==> config.mk <==
export PLATFORM = sky130hd
export DESIGN_NAME = touch_gesture_classifier_flat
export DESIGN_NICKNAME = d
export VERILOG_FILES = /design/src/tgc_pkg.sv /design/src/tgc_if.sv /design/src/tgc_csr.sv /design/src/tgc_core.sv /design/src/tgc_evq.sv /design/src/touch_gesture_classifier.sv /design/src/flat_wrapper.sv
export SDC_FILE = /design/constraint.sdc
export NUM_CORES = 1
export LEC_CHECK = 0
export BUFFER_PORTS_ARGS = -buffer_cell sky130_fd_sc_hd__buf_2
export CELL_PAD_IN_SITES_DETAIL_PLACEMENT = 1
export CELL_PAD_IN_SITES_GLOBAL_PLACEMENT = 1
export CORE_MARGIN = 8
export CORE_UTILIZATION = 40
export CTS_CLUSTER_DIAMETER = 50
export DETAILED_ROUTE_END_ITERATION = 7
export PLACE_DENSITY = 0.71
export REMOVE_ABC_BUFFERS = 1
export SLEW_MARGIN = 20
export SYNTH_ARGS = -nofsm -noshare
export SYNTH_HDL_FRONTEND = slang
export SYNTH_HIERARCHICAL = 1
export SYNTH_SLANG_ARGS = --single-unit
export TNS_END_PERCENT = 20
==> constraint.sdc <==
create_clock -name clock -period 36 [get_ports clock]
set_input_delay 5.4 -clock clock [delete_from_list [all_inputs] [get_ports clock]]
set_output_delay 5.4 -clock clock [all_outputs]
set_load 0.05 [all_outputs]
==> src/tgc_pkg.sv <==
// Package for the touch gesture classifier: widths, reset values, event codes,
// register indexes and the structs passed between the submodules.
// No dependencies; every other file depends on it.
package tgc_pkg;

   localparam int NUM_ZONES_DEF = 4;
   localparam int ZONE_W        = 2;
   localparam int KIND_W        = 3;
   localparam int TIME_W        = 32;
   localparam int LIM_W         = 16;
   localparam int CSR_ADDR_W    = 4;
   localparam int CSR_DATA_W    = 32;

   // Result queue sizing
   localparam int EVQ_DEPTH = 8;
   localparam int EVQ_PTR_W = 3;
   localparam int EVQ_CNT_W = 4;

   // Register reset values
   localparam logic [LIM_W-1:0] TAP_MAX_RST  = 16'd500;
   localparam logic [LIM_W-1:0] DTAP_WIN_RST = 16'd400;
   localparam logic [LIM_W-1:0] LONG_RST     = 16'd2000;

   typedef enum logic [KIND_W-1:0] {
      KIND_HOLD_START = 3'd0,
      KIND_HOLD_END   = 3'd1,
      KIND_LONG_PRESS = 3'd2,
      KIND_DOUBLE_TAP = 3'd3,
      KIND_TAP        = 3'd4
   } event_kind_type;

   typedef enum logic [1:0] {
      REG_PUSH_TO_TALK = 2'd0,
      REG_TAP_MAX      = 2'd1,
      REG_DTAP_WINDOW  = 2'd2,
      REG_LONG_PRESS   = 2'd3
   } csr_reg_type;

   typedef struct packed {
      logic             push_to_talk;
      logic [LIM_W-1:0] tap_limit;
      logic [LIM_W-1:0] dtap_window;
      logic [LIM_W-1:0] long_limit;
   } cfg_type;

   typedef struct packed {
      logic              active;
      logic [TIME_W-1:0] press_start;
      logic [TIME_W-1:0] last_tap;
      logic              pending;
   } zone_state_type;

   typedef struct packed {
      logic [ZONE_W-1:0] event_zone;
      event_kind_type    event_kind;
      logic [TIME_W-1:0] duration;
      logic              last_event;
   } evt_type;

   // Up to two events per request; when only one, it sits in first
   typedef struct packed {
      logic [1:0] num;
      evt_type    first;
      evt_type    second;
   } evt_push_type;

endpackage

==> src/tgc_if.sv <==
// Valid/ready channel interfaces for requests (samples) and results (events).
// Depends on tgc_pkg.
interface tgc_req_if;
   logic                          valid;
   logic                          ready;
   logic [tgc_pkg::ZONE_W-1:0]    zone_index;
   logic                          touched;
   logic [tgc_pkg::TIME_W-1:0]    now_ms;

   modport source (output valid, zone_index, touched, now_ms, input ready);
   modport sink   (input valid, zone_index, touched, now_ms, output ready);
endinterface

interface tgc_rsp_if;
   logic                          valid;
   logic                          ready;
   logic [tgc_pkg::ZONE_W-1:0]    event_zone;
   tgc_pkg::event_kind_type       event_kind;
   logic [tgc_pkg::TIME_W-1:0]    duration;
   logic                          last_event;

   modport source (output valid, event_zone, event_kind, duration, last_event, input ready);
   modport sink   (input valid, event_zone, event_kind, duration, last_event, output ready);
endinterface

==> src/tgc_csr.sv <==
// APB-style register block holding the gesture limits and push-to-talk mode.
// Depends on tgc_pkg.
module tgc_csr (
   input  logic                            clock,
   input  logic                            reset,
   input  logic                            psel,
   input  logic                            penable,
   input  logic                            pwrite,
   input  logic [tgc_pkg::CSR_ADDR_W-1:0]  paddr,
   input  logic [tgc_pkg::CSR_DATA_W-1:0]  pwdata,
   output logic [tgc_pkg::CSR_DATA_W-1:0]  prdata,
   output logic                            pready,
   output tgc_pkg::cfg_type                cfg
);
   import tgc_pkg::*;

   cfg_type     cfg_ff;
   cfg_type     cfg_in;
   csr_reg_type reg_sel;
   logic        wr_en;

   assign pready  = 1'b1;
   assign reg_sel = csr_reg_type'(paddr[3:2]);
   assign wr_en   = psel && penable && pwrite && pready;

   // register write decode
   always_comb begin
      cfg_in = cfg_ff;
      if (wr_en) begin
         unique case (reg_sel)
            REG_PUSH_TO_TALK: cfg_in.push_to_talk = pwdata[0];
            REG_TAP_MAX:      cfg_in.tap_limit    = pwdata[LIM_W-1:0];
            REG_DTAP_WINDOW:  cfg_in.dtap_window  = pwdata[LIM_W-1:0];
            REG_LONG_PRESS:   cfg_in.long_limit   = pwdata[LIM_W-1:0];
            default:          cfg_in = cfg_ff;
         endcase
      end
   end

   always_ff @(posedge clock) begin
      if (reset) begin
         cfg_ff.push_to_talk <= 1'b0;
         cfg_ff.tap_limit    <= TAP_MAX_RST;
         cfg_ff.dtap_window  <= DTAP_WIN_RST;
         cfg_ff.long_limit   <= LONG_RST;
      end else begin
         cfg_ff <= cfg_in;
      end
   end

   // read mux
   always_comb begin
      unique case (reg_sel)
         REG_PUSH_TO_TALK: prdata = CSR_DATA_W'(cfg_ff.push_to_talk);
         REG_TAP_MAX:      prdata = CSR_DATA_W'(cfg_ff.tap_limit);
         REG_DTAP_WINDOW:  prdata = CSR_DATA_W'(cfg_ff.dtap_window);
         REG_LONG_PRESS:   prdata = CSR_DATA_W'(cfg_ff.long_limit);
         default:          prdata = '0;
      endcase
   end

   assign cfg = cfg_ff;

endmodule

==> src/tgc_core.sv <==
// Per-zone state memory and the read-modify-write pipeline that classifies
// touch edges into gesture events. Depends on tgc_pkg and tgc_if.
module tgc_core #(
   parameter int NUM_ZONES = tgc_pkg::NUM_ZONES_DEF
) (
   input  logic                           clock,
   input  logic                           reset,
   input  tgc_pkg::cfg_type               cfg,
   tgc_req_if.sink                        req_bus,
   input  logic [tgc_pkg::EVQ_CNT_W-1:0]  evq_free,
   output tgc_pkg::evt_push_type          evt_push
);
   import tgc_pkg::*;

   localparam int AW = (NUM_ZONES > 1) ? $clog2(NUM_ZONES) : 1;

   // state memory, reset value is all zero: entries without a valid bit read as zero
   zone_state_type        mem [NUM_ZONES];
   logic [NUM_ZONES-1:0]  vld_ff;
   zone_state_type        rd_data_ff;
   logic                  rd_vld_ff;

   // stage 1 request registers
   logic                  s1_vld_ff;
   logic                  s1_inrange_ff;
   logic [AW-1:0]         s1_addr_ff;
   logic [ZONE_W-1:0]     s1_zone_ff;
   logic                  s1_touched_ff;
   logic [TIME_W-1:0]     s1_now_ff;

   // last write, for forwarding into the next request
   logic                  fwd_vld_ff;
   logic [AW-1:0]         fwd_addr_ff;
   zone_state_type        fwd_data_ff;

   logic                  accept;
   logic                  in_range;
   logic [AW-1:0]         rd_addr;
   logic [EVQ_CNT_W:0]    need;
   logic                  wr_en;

   zone_state_type        st;
   zone_state_type        nst;
   logic                  ptt_zone;
   logic [TIME_W-1:0]     dur;
   logic [TIME_W-1:0]     gap;
   logic [TIME_W-1:0]     flush_gap;
   logic                  set_tap;
   logic                  ev1_vld;
   event_kind_type        ev1_kind;
   logic [TIME_W-1:0]     ev1_dur;
   logic                  ev2_vld;
   evt_type               ev1;
   evt_type               ev2;

   // room for this request's events plus those of the one in stage 1
   assign need  = (EVQ_CNT_W+1)'(2) + (s1_vld_ff ? (EVQ_CNT_W+1)'(2) : '0);
   assign req_bus.ready = ({1'b0, evq_free} >= need);
   assign accept   = req_bus.valid && req_bus.ready;
   assign in_range = (32'(req_bus.zone_index) < 32'(NUM_ZONES));
   assign rd_addr  = AW'(req_bus.zone_index);

   // synchronous read of the zone entry
   always_ff @(posedge clock) begin
      if (accept && in_range) begin
         rd_data_ff <= mem[rd_addr];
         rd_vld_ff  <= vld_ff[rd_addr];
      end
      if (wr_en) begin
         mem[s1_addr_ff] <= nst;
      end
   end

   always_ff @(posedge clock) begin
      if (reset) begin
         vld_ff     <= '0;
         s1_vld_ff  <= 1'b0;
         fwd_vld_ff <= 1'b0;
      end else begin
         s1_vld_ff  <= accept;
         fwd_vld_ff <= wr_en;
         if (wr_en) begin
            vld_ff[s1_addr_ff] <= 1'b1;
         end
      end
   end

   always_ff @(posedge clock) begin
      if (accept) begin
         s1_inrange_ff <= in_range;
         s1_addr_ff    <= rd_addr;
         s1_zone_ff    <= req_bus.zone_index;
         s1_touched_ff <= req_bus.touched;
         s1_now_ff     <= req_bus.now_ms;
      end
      if (wr_en) begin
         fwd_addr_ff <= s1_addr_ff;
         fwd_data_ff <= nst;
      end
   end

   // pick up the previous write when it hit the same zone
   always_comb begin
      if (fwd_vld_ff && (fwd_addr_ff == s1_addr_ff)) begin
         st = fwd_data_ff;
      end else if (rd_vld_ff) begin
         st = rd_data_ff;
      end else begin
         st = '0;
      end
   end

   assign wr_en     = s1_vld_ff && s1_inrange_ff;
   assign ptt_zone  = cfg.push_to_talk && (s1_zone_ff == '0);
   assign dur       = s1_now_ff - st.press_start;
   assign gap       = s1_now_ff - st.last_tap;

   // edge handling and release classification
   always_comb begin
      nst      = st;
      ev1_vld  = 1'b0;
      ev1_kind = KIND_HOLD_START;
      ev1_dur  = '0;
      set_tap  = 1'b0;
      if (s1_touched_ff && !st.active) begin
         nst.active      = 1'b1;
         nst.press_start = s1_now_ff;
         ev1_vld         = ptt_zone;
      end else if (!s1_touched_ff && st.active) begin
         nst.active = 1'b0;
         if (ptt_zone) begin
            ev1_vld  = 1'b1;
            ev1_kind = KIND_HOLD_END;
            ev1_dur  = dur;
         end else if (dur >= TIME_W'(cfg.long_limit)) begin
            ev1_vld     = 1'b1;
            ev1_kind    = KIND_LONG_PRESS;
            ev1_dur     = dur;
            nst.pending = 1'b0;
         end else if (dur < TIME_W'(cfg.tap_limit)) begin
            if (st.pending && (gap < TIME_W'(cfg.dtap_window))) begin
               ev1_vld     = 1'b1;
               ev1_kind    = KIND_DOUBLE_TAP;
               ev1_dur     = dur;
               nst.pending = 1'b0;
            end else begin
               nst.pending  = 1'b1;
               nst.last_tap = s1_now_ff;
               set_tap      = 1'b1;
            end
         end
      end
      // pending tap flush; a freshly recorded tap has zero gap
      flush_gap = set_tap ? '0 : gap;
      ev2_vld   = !nst.active && nst.pending &&
                  (flush_gap >= TIME_W'(cfg.dtap_window));
      if (ev2_vld) begin
         nst.pending = 1'b0;
      end
   end

   // event packing toward the result queue
   always_comb begin
      ev1.event_zone = s1_zone_ff;
      ev1.event_kind = ev1_kind;
      ev1.duration   = ev1_dur;
      ev1.last_event = !ev2_vld;
      ev2.event_zone = s1_zone_ff;
      ev2.event_kind = KIND_TAP;
      ev2.duration   = '0;
      ev2.last_event = 1'b1;
      evt_push.first  = ev1_vld ? ev1 : ev2;
      evt_push.second = ev2;
      if (!wr_en) begin
         evt_push.num = 2'd0;
      end else begin
         evt_push.num = 2'(ev1_vld) + 2'(ev2_vld);
      end
   end

endmodule

==> src/tgc_evq.sv <==
// Result queue: takes up to two events per cycle, hands out one per cycle
// while rsp_bus.ready is high. Depends on tgc_pkg and tgc_if.
module tgc_evq (
   input  logic                           clock,
   input  logic                           reset,
   input  tgc_pkg::evt_push_type          evt_push,
   output logic [tgc_pkg::EVQ_CNT_W-1:0]  evq_free,
   tgc_rsp_if.source                      rsp_bus
);
   import tgc_pkg::*;

   evt_type                q_ff [EVQ_DEPTH];
   logic [EVQ_PTR_W-1:0]   wr_ptr_ff;
   logic [EVQ_PTR_W-1:0]   wr_ptr_in;
   logic [EVQ_PTR_W-1:0]   rd_ptr_ff;
   logic [EVQ_PTR_W-1:0]   rd_ptr_in;
   logic [EVQ_CNT_W-1:0]   cnt_ff;
   logic [EVQ_CNT_W-1:0]   cnt_in;
   logic                   pop;
   evt_type                head;

   assign pop = rsp_bus.valid && rsp_bus.ready;

   // pointer and fill count update
   always_comb begin
      wr_ptr_in = wr_ptr_ff + EVQ_PTR_W'(evt_push.num);
      rd_ptr_in = rd_ptr_ff + EVQ_PTR_W'(pop);
      cnt_in    = cnt_ff + EVQ_CNT_W'(evt_push.num) - EVQ_CNT_W'(pop);
   end

   always_ff @(posedge clock) begin
      if (reset) begin
         wr_ptr_ff <= '0;
         rd_ptr_ff <= '0;
         cnt_ff    <= '0;
      end else begin
         wr_ptr_ff <= wr_ptr_in;
         rd_ptr_ff <= rd_ptr_in;
         cnt_ff    <= cnt_in;
      end
   end

   // storage
   always_ff @(posedge clock) begin
      if (evt_push.num != 2'd0) begin
         q_ff[wr_ptr_ff] <= evt_push.first;
      end
      if (evt_push.num == 2'd2) begin
         q_ff[wr_ptr_ff + EVQ_PTR_W'(1)] <= evt_push.second;
      end
   end

   assign evq_free = EVQ_CNT_W'(EVQ_DEPTH) - cnt_ff;
   assign head     = q_ff[rd_ptr_ff];

   assign rsp_bus.valid      = (cnt_ff != '0);
   assign rsp_bus.event_zone = head.event_zone;
   assign rsp_bus.event_kind = head.event_kind;
   assign rsp_bus.duration   = head.duration;
   assign rsp_bus.last_event = head.last_event;

endmodule

==> src/touch_gesture_classifier.sv <==
// Top level of the touch gesture classifier: register block, zone pipeline
// and result queue. Depends on tgc_pkg, tgc_if, tgc_csr, tgc_core, tgc_evq.
//
// Usage:
//  - req_bus takes one sample per request: zone_index, touched, now_ms.
//  - rsp_bus gives gesture events: event_zone, event_kind, duration and
//    last_event, which marks the final event caused by one sample. A sample
//    yields zero, one or two events; samples whose zone_index is NUM_ZONES
//    or more yield none and change nothing.
//  - The APB port (psel ... pready) holds push_to_talk at 0x0, the tap limit
//    at 0x4, the double-tap window at 0x8 and the long-press limit at 0xC.
//    Write it only while no sample is in flight.
//  - Pipeline: a sample accepted at a clock edge reads its zone entry into
//    the stage 1 registers; from there its events are written into the
//    result queue, from which the first one can then be taken.
//  - Throughput: one sample per cycle while req_bus.ready is high, one
//    event out per cycle while rsp_bus.ready is high. A zone entry written
//    back is forwarded to a directly following sample of the same zone.
//  - Reset clears all zone state, the registers (0, 500, 400, 2000) and the
//    8-entry result queue. req_bus.ready is low while the queue lacks two
//    free entries per sample in flight and new.
module touch_gesture_classifier #(
   parameter int NUM_ZONES = tgc_pkg::NUM_ZONES_DEF
) (
   input  logic                            clock,
   input  logic                            reset,
   tgc_req_if.sink                         req_bus,
   tgc_rsp_if.source                       rsp_bus,
   input  logic                            psel,
   input  logic                            penable,
   input  logic                            pwrite,
   input  logic [tgc_pkg::CSR_ADDR_W-1:0]  paddr,
   input  logic [tgc_pkg::CSR_DATA_W-1:0]  pwdata,
   output logic [tgc_pkg::CSR_DATA_W-1:0]  prdata,
   output logic                            pready
);
   import tgc_pkg::*;

   cfg_type                cfg;
   evt_push_type           evt_push;
   logic [EVQ_CNT_W-1:0]   evq_free;

   tgc_csr u_csr (
      .clock   (clock),
      .reset   (reset),
      .psel    (psel),
      .penable (penable),
      .pwrite  (pwrite),
      .paddr   (paddr),
      .pwdata  (pwdata),
      .prdata  (prdata),
      .pready  (pready),
      .cfg     (cfg)
   );

   tgc_core #(
      .NUM_ZONES (NUM_ZONES)
   ) u_core (
      .clock    (clock),
      .reset    (reset),
      .cfg      (cfg),
      .req_bus  (req_bus),
      .evq_free (evq_free),
      .evt_push (evt_push)
   );

   tgc_evq u_evq (
      .clock    (clock),
      .reset    (reset),
      .evt_push (evt_push),
      .evq_free (evq_free),
      .rsp_bus  (rsp_bus)
   );

endmodule
==> src/flat_wrapper.sv <==
// flat-port wrapper written by rule: the top's interface ports become plain ports
module touch_gesture_classifier_flat import tgc_pkg::*;
#(
   parameter int NUM_ZONES = tgc_pkg::NUM_ZONES_DEF
)
  (clock, reset, psel, penable, pwrite, paddr, pwdata, prdata, pready, req_bus_valid, req_bus_zone_index, req_bus_touched, req_bus_now_ms, req_bus_ready, rsp_bus_valid, rsp_bus_event_zone, rsp_bus_event_kind, rsp_bus_duration, rsp_bus_last_event, rsp_bus_ready);
  tgc_req_if req_bus_i ();
  tgc_rsp_if rsp_bus_i ();
  input  logic clock;
  input  logic reset;
  input  logic psel;
  input  logic penable;
  input  logic pwrite;
  input  logic [tgc_pkg::CSR_ADDR_W-1:0] paddr;
  input  logic [tgc_pkg::CSR_DATA_W-1:0] pwdata;
  output logic [tgc_pkg::CSR_DATA_W-1:0] prdata;
  output logic pready;
  input wire logic [$bits(req_bus_i.valid)-1:0] req_bus_valid;
  input wire logic [$bits(req_bus_i.zone_index)-1:0] req_bus_zone_index;
  input wire logic [$bits(req_bus_i.touched)-1:0] req_bus_touched;
  input wire logic [$bits(req_bus_i.now_ms)-1:0] req_bus_now_ms;
  output wire logic [$bits(req_bus_i.ready)-1:0] req_bus_ready;
  output wire logic [$bits(rsp_bus_i.valid)-1:0] rsp_bus_valid;
  output wire logic [$bits(rsp_bus_i.event_zone)-1:0] rsp_bus_event_zone;
  output wire logic [$bits(rsp_bus_i.event_kind)-1:0] rsp_bus_event_kind;
  output wire logic [$bits(rsp_bus_i.duration)-1:0] rsp_bus_duration;
  output wire logic [$bits(rsp_bus_i.last_event)-1:0] rsp_bus_last_event;
  input wire logic [$bits(rsp_bus_i.ready)-1:0] rsp_bus_ready;
  assign req_bus_i.valid = req_bus_valid;
  assign req_bus_i.zone_index = req_bus_zone_index;
  assign req_bus_i.touched = req_bus_touched;
  assign req_bus_i.now_ms = req_bus_now_ms;
  assign req_bus_ready = req_bus_i.ready;
  assign rsp_bus_valid = rsp_bus_i.valid;
  assign rsp_bus_event_zone = rsp_bus_i.event_zone;
  assign rsp_bus_event_kind = rsp_bus_i.event_kind;
  assign rsp_bus_duration = rsp_bus_i.duration;
  assign rsp_bus_last_event = rsp_bus_i.last_event;
  assign rsp_bus_i.ready = rsp_bus_ready;
  touch_gesture_classifier #(.NUM_ZONES(NUM_ZONES)) u_core (.clock(clock), .reset(reset), .req_bus(req_bus_i), .rsp_bus(rsp_bus_i), .psel(psel), .penable(penable), .pwrite(pwrite), .paddr(paddr), .pwdata(pwdata), .prdata(prdata), .pready(pready));
endmodule
======== Word level (Yosys, flattened, before mapping) ========
Memories as Yosys holds them, arrays and structs flattened. A register that Yosys moved wholly into a read port is not among the register bits.
Cells that the tools add are included.
operators by class
  bitwise gates (word level) .............. 1
  add/sub/neg operators ................... 10
  reduce and logical (&&, ||, !) cells .... 24
  equal/unequal tests ..................... 5
  magnitude comparators ................... 8
  multiplexer cells ....................... 53
operators by type and width
  kind                                                                          count
  32-bit 2-to-1 mux                                                             10
  33-bit 2-to-1 mux                                                             4
  66-bit 2-to-1 mux                                                             2
  32-bit case mux with 4 select lines                                           1
  32-bit by 16-bit >= comparator with 1-bit output                              2
  32-bit by 16-bit less-than comparator with 1-bit output                       2
  32-bit subtractor                                                             2
  36-bit 2-to-1 mux                                                             1
  1-bit 2-to-1 mux                                                              24
  2-bit 2-to-1 mux                                                              8
  1-bit logical AND                                                             12
  2-bit AND reduction                                                           4
  2-bit == test, second input constant                                          3
  2-bit by 3-bit less-than comparator with 1-bit output, second input constant  2
  2-bit by 5-bit adder with 5-bit output, first input constant                  1
  4-bit by 5-bit >= comparator with 1-bit output                                1
  4-bit by 2-bit adder with 4-bit output                                        1
  1-bit zero test                                                               4
  2-bit zero test                                                               2
  4-bit OR                                                                      1
  4-bit nonzero test                                                            1
  4-bit by 1-bit subtractor with 4-bit output                                   1
  4-bit subtractor, first input constant                                        1
  3-bit by 1-bit adder with 3-bit output                                        1
  other kinds (10)                                                              10
storage, ports and cells
  memory bits (writable) .................. 568
  flip-flop bits (word level) ............. 169
  word-level logic and storage cells ...... 122
  memories kept ........................... 2
  output and inout port bits .............. 73
memory list
  name               words  bits a word  rd ports  clocked after Yosys merged registers in  wr ports  RTL line        text
  u_core.u_evq.q_ff  8      38           1         1                                        2         tgc_evq.sv:12   evt_type q_ff [EVQ_DEPTH];
  u_core.u_core.mem  4      66           1         1                                        1         tgc_core.sv:18  zone_state_type mem [NUM_ZONES];

======== Longest topological paths before layout ========
Gate-level depths: netlist of the first run.
  depth in word-level cells ............... 20
  depth in mapped cells ................... 58
  gate-level depth less buffers ........... 52

======== Hierarchy ========
Netlist of the first run, hierarchy kept.
by module, submodules not included
  module    area each (µm²)  cells each  instances
  tgc_core  23690.2          1912        1
  tgc_evq   15905.3          863         1
  tgc_csr   2512.4           248         1

======== Worst setup path before layout of the first run ========
Ideal clock, no wire load.
  path type ............................... register -> register
  from .................................... reg u_core.u_core.s1_zone_ff[0]
  to ...................................... mem u_core/u_evq/q_ff[1][0] in the netlist's numbering (enable)
  data required time ...................... 35509 ps
  library setup time ...................... 491 ps
  arrival time ............................ 12357 ps
  path slack .............................. 23152 ps
  stages on the path, launching flop included .. 51
  path through ............................ edfxtp_1 > buf_2 > xor2_2 > nor3_1 > clkbuf_1 > buf_1 > a21oi_1 > ha_1 > clkbuf_1 > or3b_2 > nor4_1 > or4_1 > a31oi_2 > nor2b_1 > o21a_1 > o21ai_0 > nand2b_1 > a21oi_1 > [... 15 more ...] > or2_1 > ha_1 > nand2b_1 > a21o_1 > a21o_1 > a21oi_1 > nor2b_1 > o21ai_0 > nand2b_1 > a211oi_1 > o21ai_0 > a21oi_1 > o221ai_1 > nor4b_1 > ha_1 > and2_1 > o21ai_0 > o31ai_1
RTL lines
  item                    RTL line        text
  from (decl)             tgc_core.sv:27  logic [ZONE_W-1:0] s1_zone_ff;
  from (signal assigned)  tgc_core.sv:92  s1_zone_ff <= req_bus.zone_index;
  to (decl)               tgc_evq.sv:12

==> flow_summary.yaml, run 1 <==
outcome:
  status: "complete, no violations"
global_routing:
  antenna_found_initial: 2
  grt_pass1_vias: 28100
  grt_overflow: 0
  grt_pass1_wl_um: 177000
  grtUsageTotal: 0.197
  grt_max_degree: 88
clocking:
  post_cts_buffers: 0
  ctsHoldBuffers: 0
  cts_made_buffers: 104
  cts_sinks: 803
  clockBufferDepth: 3
  htree_levels: 3
  cts_root_buf: "clkbuf_16"
  clkTransAtPathRegs_ns: 0.05
  clock_latency_ns: 0.68
  cts_resized: 0
  cts_tree: "built"
sta:
  finalSetupViolCount: 0
  hold_violations: 0
  fin_crit_ns: 14.59
  grt_setup_unrepaired: "false"
  fin_ws_ns: 21.41
  drv_slew: 0
  timing.final.crit_share: 0.405
  max_clock_freq_mhz: 68.5
  tightest_slew_ns: 1.14
  slew_headroom: 0.240
  clock_skew_ns: 0.0293
  setup_tns_ns: 0
setup_path:
  max_stage_delay_ns: 0.92
  path_depth: 46
  cp-start-kind: "flop"
  timing.rr.end: "u_core/u_evq/q_ff[0][26]$_DFFE_PP_"
  r2r_start: "u_core/u_core/fwd_vld_ff$_SDFF_PP0_"
  cp.required_ns: 36.29
  slowest_stage: "dfxtp_1"
  critPathKind: "flop to flop"
  path_delay_family: "simple AND/OR/NAND/NOR gates"
  reg2reg_slack_ns: 21.41
  crit_fanout: 43
  crit_buf_inv: 4
  cp-end-kind: "flop"
  worstRegToRegCells: 46
  arrival_ns: 14.88
route:
  vias: 26300
  first_iter_violations: 1753
  first_pass_iters: 5
  ant_nets: 0
  wl_um: 118000
  via_per_inst: 5.72
  wl_per_cell_um: 25.7
  drc: 0
pwr:
  p_per_area_nw_per_um2: 90.6
  power.leakage_nw: 17.2
  peakVddDrop_uv: 50.0
synth:
  synth-edff-count: 738
  synth_top_flop_cell: "edfxtp_1"
  synth.distinct_cells: 104
  yosys_warnings: 6
  yosysSeqAreaShare: 0.557
  yosys_register_bits: 803
  syn_avg_cell_area_um2: 13.9
  async_flop_share: 0
  netlist_instances: 3023
  syn_area_um2: 42100
die:
  dieArea_um2: 116000
  die_y_um: 340
  start_util: 0.402
  rows: 119
  pin_count: 151
  die_w_um: 340
  core_area_um2: 105000
finish:
  final_cell_mix: "edfxtp_1, mux2_2, a21oi_1"
  final_nets: 3327
  area_growth_syn_to_layout_pct: 12.5
  n_antenna_cell: 0
  final_common_cell: "edfxtp_1"
  num-fill-cells: 10600
  final_util: 0.452
  drive_gt1_frac: 0.272
hold_path:
  hold_path_depth: 2
  holdPathEnd: "u_core/u_core/vld_ff[2]$_SDFFE_PP0P_"
  hold_class: "flop to flop"
  worstHoldStart: "u_core/u_core/vld_ff[2]$_SDFFE_PP0P_"
place:
  place_ws_ns: 21.47
  place.gp.congestion: 0.904
  dpl.hpwl_um: 75400
  port_buffers: 115
run:
  cap_viol_max_count: 0
cell usage after synthesis, types with 21 or more instances:
library cell	number	area, um^2
edfxtp_1	738	22200
mux2_2	352	3960
a21oi_1	186	931
nor2_1	162	608
ha_1	128	1600
mux4_2	123	2770
inv_1	117	439
nand2_1	107	402
mux2i_1	87	871
clkbuf_1	84	315
and3_1	72	450
buf_4	69	518
dfxtp_1	65	1300
nand2b_1	65	407
o21ai_0	60	300
a21o_1	43	323
xnor2_1	39	342
buf_2	37	185
nand4_1	35	219
and2_1	31	194
a31oi_1	27	169
nand3_1	26	130
nor2b_1	26	163
mux4_1	21	552
o21bai_1	21	158
area by class of cell:
cell class | instances | area [um^2] | area share
Sequential cell | 803 | 23500 | 0.496
Timing Repair Buffer | 163 | 993 | 0.0210
Clock inverter | 74 | 773 | 0.0163
Clock buffer | 121 | 2680 | 0.0565
Tap cell | 1391 | 1740 | 0.0368
Inverter | 117 | 439 | 0.00927
Multi-Input combinational cell | 1929 | 17300 | 0.364
through the flow:
stage | cells | hold slack (ns) | area [um^2] | power (W)
global route | 4598 | 0.514 | 47400 | 0.00453
finish | 4598 | 0.475 | 47400 | 0.00429
floorplan | 2849 | 0.435 | 41000 | 0.00267
detailed placement | 4402 | 0.466 | 43900 | 0.00326
CTS | 4597 | 0.478 | 47300 | 0.00431
global placement | 4400 | 0.445 | 43800 | 0.00320
registers in the layout, summed over array words and instances, names as in the netlist, 3 cells and up:
register	count
u_core/u_evq/q_ff	304
u_core/u_core/mem	264
u_core/u_core/fwd_data_ff	66
u_core/u_core/rd_data_ff	66
u_core/u_csr/cfg	49
u_core/u_core/s1_now_ff	32
u_core/u_core/vld_ff	4
u_core/u_evq/cnt_ff	4
u_core/u_evq/rd_ptr_ff	3
u_core/u_evq/wr_ptr_ff	3
worst max path at each step:
stage | start | endpoint | slack, ns
final | u_core/u_core/fwd_vld_ff$_SDFF_PP0_ | u_core/u_evq/q_ff[0][26]$_DFFE_PP_ | 21.41
after CTS | u_core/u_core/fwd_vld_ff$_SDFF_PP0_ | u_core/u_evq/q_ff[0][26]$_DFFE_PP_ | 21.41
after global routing | u_core/u_core/fwd_vld_ff$_SDFF_PP0_ | u_core/u_evq/q_ff[0][26]$_DFFE_PP_ | 20.70
after detailed placement | u_core/u_core/fwd_vld_ff$_SDFF_PP0_ | u_core/u_evq/q_ff[0][27]$_DFFE_PP_ | 21.47
after global placement | u_core/u_core/fwd_vld_ff$_SDFF_PP0_ | u_core/u_evq/q_ff[0][17]$_DFFE_PP_ | 21.60
after floorplan | u_core/u_core/s1_zone_ff[0]$_DFFE_PP_ | u_core/u_evq/q_ff[1][0]$_DFFE_PP_ | 18.44
worst min-delay path: cells and delay by family, from the launching register on:
family / cells / cell delay (ns)
and+or+nand+nor: 2 / 0.12
DFF: 1 / 0.32
cell families (layout without fill, tap and decap cells):
family,after synthesis,in the layout,synth area share
AOI/OAI and AO/OA,493,493,0.0768
xor gates and xnor gates,57,57,0.0129
adders and majority gates,134,134,0.0402
buffers and inverters,340,475,0.0420
DFF,803,803,0.557
muxes,589,589,0.195
other,4,53,0.000356
and+or+nand+nor,603,603,0.0752
routing by layer:
layer / vias to the layer above / track usage / part of all wire
li1: 11800 / - / -
met1: 13600 / 0.258 / 0.43
met2: 684 / 0.345 / 0.50
met3: 181 / 0.0277 / 0.049
met4: 2 / 0.0512 / 0.023
met5: - / 0 / 0.000068
where the power goes:
group	leakage [nW]	internal [W]	switching (W)	total, W
sequential	7.37	0.00129	0.0000839	0.00137
clock	1.66	0.000612	0.000416	0.00103
combinational	8.18	0.000678	0.00122	0.00189
total	17.2	0.00258	0.00172	0.00429
Note: power is estimated with default switching activity, not from simulation.
==> run 2: changes to the inputs <==
--- a/config.mk
+++ b/config.mk
@@ -12,7 +12,7 @@
 export CORE_UTILIZATION = 40
 export CTS_CLUSTER_DIAMETER = 50
 export DETAILED_ROUTE_END_ITERATION = 7
-export PLACE_DENSITY = 0.71
+export PLACE_DENSITY = 0.73
 export REMOVE_ABC_BUFFERS = 1
 export SLEW_MARGIN = 20
 export SYNTH_ARGS = -nofsm -noshare
==> constraint.sdc (replaced) <==
create_clock -name clock -period 12.15 [get_ports clock]
set_input_delay 1.8225 -clock clock [delete_from_list [all_inputs] [get_ports clock]]
set_output_delay 1.8225 -clock clock [all_outputs]
set_load 0.05 [all_outputs]
==> flow_summary.yaml, run 2 (synthesis results as in run 1) <==
route:
  vias: 26500
  via_per_inst: 5.74
  ant_nets: 0
  drc: 0
  first_pass_iters: 5
  wl_um: 118000
  wl_per_cell_um: 25.6
  first_iter_violations: 1826
sta:
  slew_headroom: 0.284
  timing.final.crit_share: 0.948
  whs_ns: 0.475
  max_clock_freq_mhz: 86.8
  grt_setup_unrepaired: "false"
  drv_slew: 0
  fin_crit_ns: 11.52
  hold_violations: 0
  tightest_slew_ns: 1.07
  clock_skew_ns: 0.0340
  finalSetupViolCount: 0
global_routing:
  grt_pass1_vias: 28400
  grt_pass1_wl_um: 178000
  grt_overflow: 0
  grt_max_degree: 88
  grtUsageTotal: 0.198
  antenna_found_initial: 4
hold_path:
  holdPathEnd: "u_core/u_core/vld_ff[2]$_SDFFE_PP0P_"
  worstHoldStart: "u_core/u_core/vld_ff[2]$_SDFFE_PP0P_"
  hold_class: "flop to flop"
  hold_path_depth: 2
setup_path:
  cp-start-kind: "flop"
  crit_fanout: 28
  reg2reg_slack_ns: 0.63
  max_stage_delay_ns: 0.56
  cp.required_ns: 12.54
  critPathKind: "flop to flop"
  slowest_stage: "or4_4"
  worstRegToRegCells: 49
  cp-end-kind: "flop"
  r2r_start: "u_core/u_core/fwd_addr_ff[0]$_DFFE_PP_"
  timing.rr.end: "u_core/u_evq/q_ff[5][18]$_DFFE_PP_"
  cp_common_cell: "a21oi_1"
  arrival_ns: 11.92
clocking:
  cts_made_buffers: 99
  clkTransAtPathRegs_ns: 0.05
  clock_latency_ns: 0.67
  cts_root_buf: "clkbuf_16"
  cts_tree: "built"
  clockBufferDepth: 3
  htree_levels: 3
  cts_sinks: 803
die:
  start_util: 0.402
  pin_count: 151
  die_y_um: 340
  dieArea_um2: 116000
  rows: 119
  die_w_um: 340
  core_area_um2: 105000
finish:
  final_common_cell: "edfxtp_1"
  drive_gt1_frac: 0.276
  final_util: 0.453
  reg_top3: "u_core/u_evq/q_ff x304, u_core/u_core/mem x264"
  final_cell_mix: "edfxtp_1, mux2_2, a21oi_1"
  final_nets: 3350
  final_cell_area_um2: 47500
  n_antenna_cell: 0
  instances_no_fill: 4614
  largest-register: "u_core/u_evq/q_ff"
  largest_reg_flops: 304
  area_growth_syn_to_layout_pct: 12.8
outcome:
  status: "complete, no violations"
place:
  placed_cells: 4424
  dpl.hpwl_um: 78300
  port_buffers: 115
  place.gp.congestion: 0.902
  dpl_cell_area_um2: 44100
run:
  cap_viol_max_count: 0
pwr:
  p_per_area_nw_per_um2: 266
  power.leakage_nw: 17.3
  peakVddDrop_uv: 136
run 2: cell types whose count changed in the layout (fill, tap and decap cells not counted), moves of 3 or more:
| cell | change |
|---|---|
| buf_12 | +8 |
| clkinv_4 | -3 |
| buf_6 | +3 |
| clkinv_8 | -3 |
| inv_6 | -4 |
| buf_4 | +19 |
run 2: stage by stage:
step | setup TNS [ns] | power (W) | setup WS, ns
floorplan | -2792.14 | 0.00790 | -5.41
global placement | 0 | 0.00947 | 0.460
detailed placement | 0 | 0.00966 | 0.131
CTS | 0 | 0.0127 | 0.0931
global route | 0 | 0.0133 | 0.0133
finish | 0 | 0.0126 | 0.628
run 2: routing by layer:
metal  track usage  part of all wire  up-vias
met1         0.259              0.43    13700
met3        0.0256             0.050      189
met5             0           0.00010        -
met2         0.343              0.50      729
met4        0.0555             0.025        2
li1              -                 -    11900
run 2: worst max-delay path by stage:
stage,from,end,slack (ns),depth (start not counted)
after global placement,u_core/u_core/fwd_addr_ff[0]$_DFFE_PP_,u_core/u_evq/q_ff[1][26]$_DFFE_PP_,0.46,43
after CTS,u_core/u_core/fwd_addr_ff[0]$_DFFE_PP_,u_core/u_evq/q_ff[1][26]$_DFFE_PP_,0.09,43
after global routing,u_core/u_core/fwd_addr_ff[0]$_DFFE_PP_,u_core/u_evq/q_ff[5][19]$_DFFE_PP_,0.01,49
after floorplan,u_core/u_core/s1_zone_ff[0]$_DFFE_PP_,u_core/u_evq/q_ff[1][0]$_DFFE_PP_,-5.41,44
after detailed placement,u_core/u_core/fwd_addr_ff[0]$_DFFE_PP_,u_core/u_evq/q_ff[1][26]$_DFFE_PP_,0.13,43
final,u_core/u_core/fwd_addr_ff[0]$_DFFE_PP_,u_core/u_evq/q_ff[5][18]$_DFFE_PP_,0.63,49
run 2: where the power goes:
group / switching (W) / total [W] / internal, W
Sequential: 0.000260 / 0.00407 / 0.00381
Clock: 0.00119 / 0.00294 / 0.00175
Combinational: 0.00360 / 0.00561 / 0.00201
run 2: layout make-up:
cell class              instances  area (um^2)
clock buffers                 120         2660
clock inverters                63          634
fillers                     10600        57300
inverters                     117          439
multi-input cells            1929        17300
flip-flops and latches        803        23500
well taps                    1391         1740
repair buffers                191         1270
run 2: worst max-delay path: cells and delay by family (launching register included):
kind            cells  cell delay (ns)
compound gates     20             3.96
xor+xnor            2             0.54
fa+ha+maj           4             1.22
buf+inv             2             0.52
flops               1             0.50
mux                 1             0.34
simple gates       20             4.12
run 2: what timing repair did:
item / 4_1_cts / 5_1_grt
hold buffers: 0 / 0
setup endpoints to repair: 0 / 484
buffers inserted: 0 / 7
gates resized for setup: 0 / 6
==> run 3: changes to the inputs <==
--- a/config.mk
+++ b/config.mk
@@ -6,13 +6,15 @@
 export NUM_CORES = 1
 export LEC_CHECK = 0
 export BUFFER_PORTS_ARGS = -buffer_cell sky130_fd_sc_hd__buf_2
+export CAP_MARGIN = 40
 export CELL_PAD_IN_SITES_DETAIL_PLACEMENT = 1
 export CELL_PAD_IN_SITES_GLOBAL_PLACEMENT = 1
 export CORE_MARGIN = 8
-export CORE_UTILIZATION = 40
+export CORE_UTILIZATION = 48
 export CTS_CLUSTER_DIAMETER = 50
 export DETAILED_ROUTE_END_ITERATION = 7
-export PLACE_DENSITY = 0.73
+export GPL_TIMING_DRIVEN = 0
+export PLACE_DENSITY = 0.84
 export REMOVE_ABC_BUFFERS = 1
 export SLEW_MARGIN = 20
 export SYNTH_ARGS = -nofsm -noshare
==> flow_summary.yaml, run 3 (synthesis results as in run 1) <==
pwr:
  clock_power_share: 0.229
  power.leakage_nw: 17.9
  power.total_w: 0.0132
  switching_share: 0.410
  seq_power_share: 0.310
  peakVddDrop_uv: 151
  p_sw_w: 0.00542
  comb_power_share: 0.461
  p_per_area_nw_per_um2: 272
  intPower_w: 0.00780
clocking:
  clkTransAtPathRegs_ns: 0.06
  cts_made_buffers: 99
  clockBufferDepth: 3
  cts_tree: "built"
  cts_sinks: 803
  cts_root_buf: "clkbuf_16"
  htree_levels: 3
  clock_latency_ns: 0.67
finish:
  final_cell_mix: "edfxtp_1, mux2_2, a21oi_1"
  n_antenna_cell: 0
  num-fill-cells: 8275
  reg_top3: "u_core/u_evq/q_ff x304, u_core/u_core/mem x264"
  largest_reg_flops: 304
  largest-register: "u_core/u_evq/q_ff"
  final_nets: 3387
  drive_gt1_frac: 0.291
  final_common_cell: "edfxtp_1"
  area_growth_syn_to_layout_pct: 15.4
global_routing:
  grt_max_degree: 88
  grt_pass1_vias: 30400
  grt_pass1_wl_um: 196000
  grt_overflow: 0
  antenna_found_initial: 2
  grtUsageTotal: 0.262
die:
  dieArea_um2: 97500
  die_y_um: 312
  pin_count: 151
  die_w_um: 312
  core_area_um2: 86900
  rows: 108
  start_util: 0.485
sta:
  max_clock_freq_mhz: 84.0
  slew_headroom: 0.315
  finalSetupViolCount: 0
  drv_slew: 0
  clock_skew_ns: 0.0486
  fin_crit_ns: 11.91
  timing.final.crit_share: 0.980
  hold_violations: 0
  tightest_slew_ns: 1.02
  setup_tns_ns: 0
setup_path:
  cp.required_ns: 12.49
  arrival_ns: 12.25
  slowest_stage: "or4_4"
  critPathKind: "flop to flop"
  cp-start-kind: "flop"
  cp-end-kind: "flop"
  crit_fanout: 43
  cp_common_cell: "nand2b_1"
  max_stage_delay_ns: 0.56
route:
  vias: 28200
  first_pass_iters: 5
  wl_per_cell_um: 30.2
  first_iter_violations: 2615
  via_per_inst: 6.40
  wl_um: 133000
  drc: 0
  ant_nets: 0
hold_path:
  hold_class: "flop to flop"
place:
  port_buffers: 115
  place.gp.congestion: 0.912
  dpl.hpwl_um: 87200
run:
  cap_viol_max_count: 0
outcome:
  status: "complete, no violations"
run 3: through the flow:
step,instance area (um^2),worst slack (ns),std cells,util,hold WS [ns]
final,48600,0.245,4416,0.559,0.495
after global routing,48600,-0.0438,4416,0.559,0.513
after detailed placement,44800,-1.99,4202,0.516,0.488
after floorplan,41000,-5.41,2849,-,0.435
after global placement,43000,-19.49,4119,0.495,0.444
after CTS,48500,0.00749,4407,0.558,0.495
run 3: final cells by class:
cell class,count,area (um^2),share of cell area
clock buffer,119,2640,0.0544
clock inverter,65,733,0.0151
inverter,117,443,0.00911
multi-input combinational,1929,17400,0.358
sequential,803,23500,0.483
tap,1155,1450,0.0297
timing repair buffer,228,2440,0.0502
run 3: metal layers:
metal	vias to the layer above	track usage	part of all wire
met2	1350	0.465	0.51
li1	11900	-	-
met3	342	0.0401	0.067
met4	0	0.105	0.040
met5	-	0	0
met1	14600	0.318	0.38
run 3: worst max-delay path: cells and delay by family (launching register included):
kind | cells | cell delay (ns)
AOI/OAI and AO/OA | 21 | 3.73
DFF | 1 | 0.37
and+or+nand+nor | 20 | 4.61
adders and majority gates | 4 | 1.05
buffers and inverters | 6 | 1.30
xor gates and xnor gates | 2 | 0.41
run 3: final timing paths:
| kind | startpoint | end | slack [ns] | depth (start not counted) |
|---|---|---|---|---|
| worst max-delay path | u_core/u_core/s1_zone_ff[0]$_DFFE_PP_ | u_core/u_evq/q_ff[0][17]$_DFFE_PP_ | 0.24 | 53 |
| worst min-delay path | u_core/u_csr/cfg[18]$_SDFFE_PP0P_ | u_core/u_csr/cfg[18]$_SDFFE_PP0P_ | 0.49 | 2 |
| worst max register to register | u_core/u_core/s1_zone_ff[0]$_DFFE_PP_ | u_core/u_evq/q_ff[0][17]$_DFFE_PP_ | 0.24 | 53 |
| worst min register to register | u_core/u_csr/cfg[18]$_SDFFE_PP0P_ | u_core/u_csr/cfg[18]$_SDFFE_PP0P_ | 0.49 | 2 |
run 3: repair_timing:
item / in CTS / in global routing
resized for setup: 14 / 10
gates cloned: 0 / 1
buffers inserted: 21 / 8
hold buffers: 0 / 0
pin swaps: 12 / 5
endpoints found under the setup margin: 615 / 612
run 3: power by group through the flow:
stage | Clock (W) | Combinational [W] | Sequential [W]
after floorplan | 0 | 0.00381 | 0.00409
after global placement | 0 | 0.00514 | 0.00431
after detailed placement | 0 | 0.00571 | 0.00416
after CTS | 0.00306 | 0.00589 | 0.00410
after global routing | 0.00315 | 0.00647 | 0.00413
final | 0.00303 | 0.00609 | 0.00410
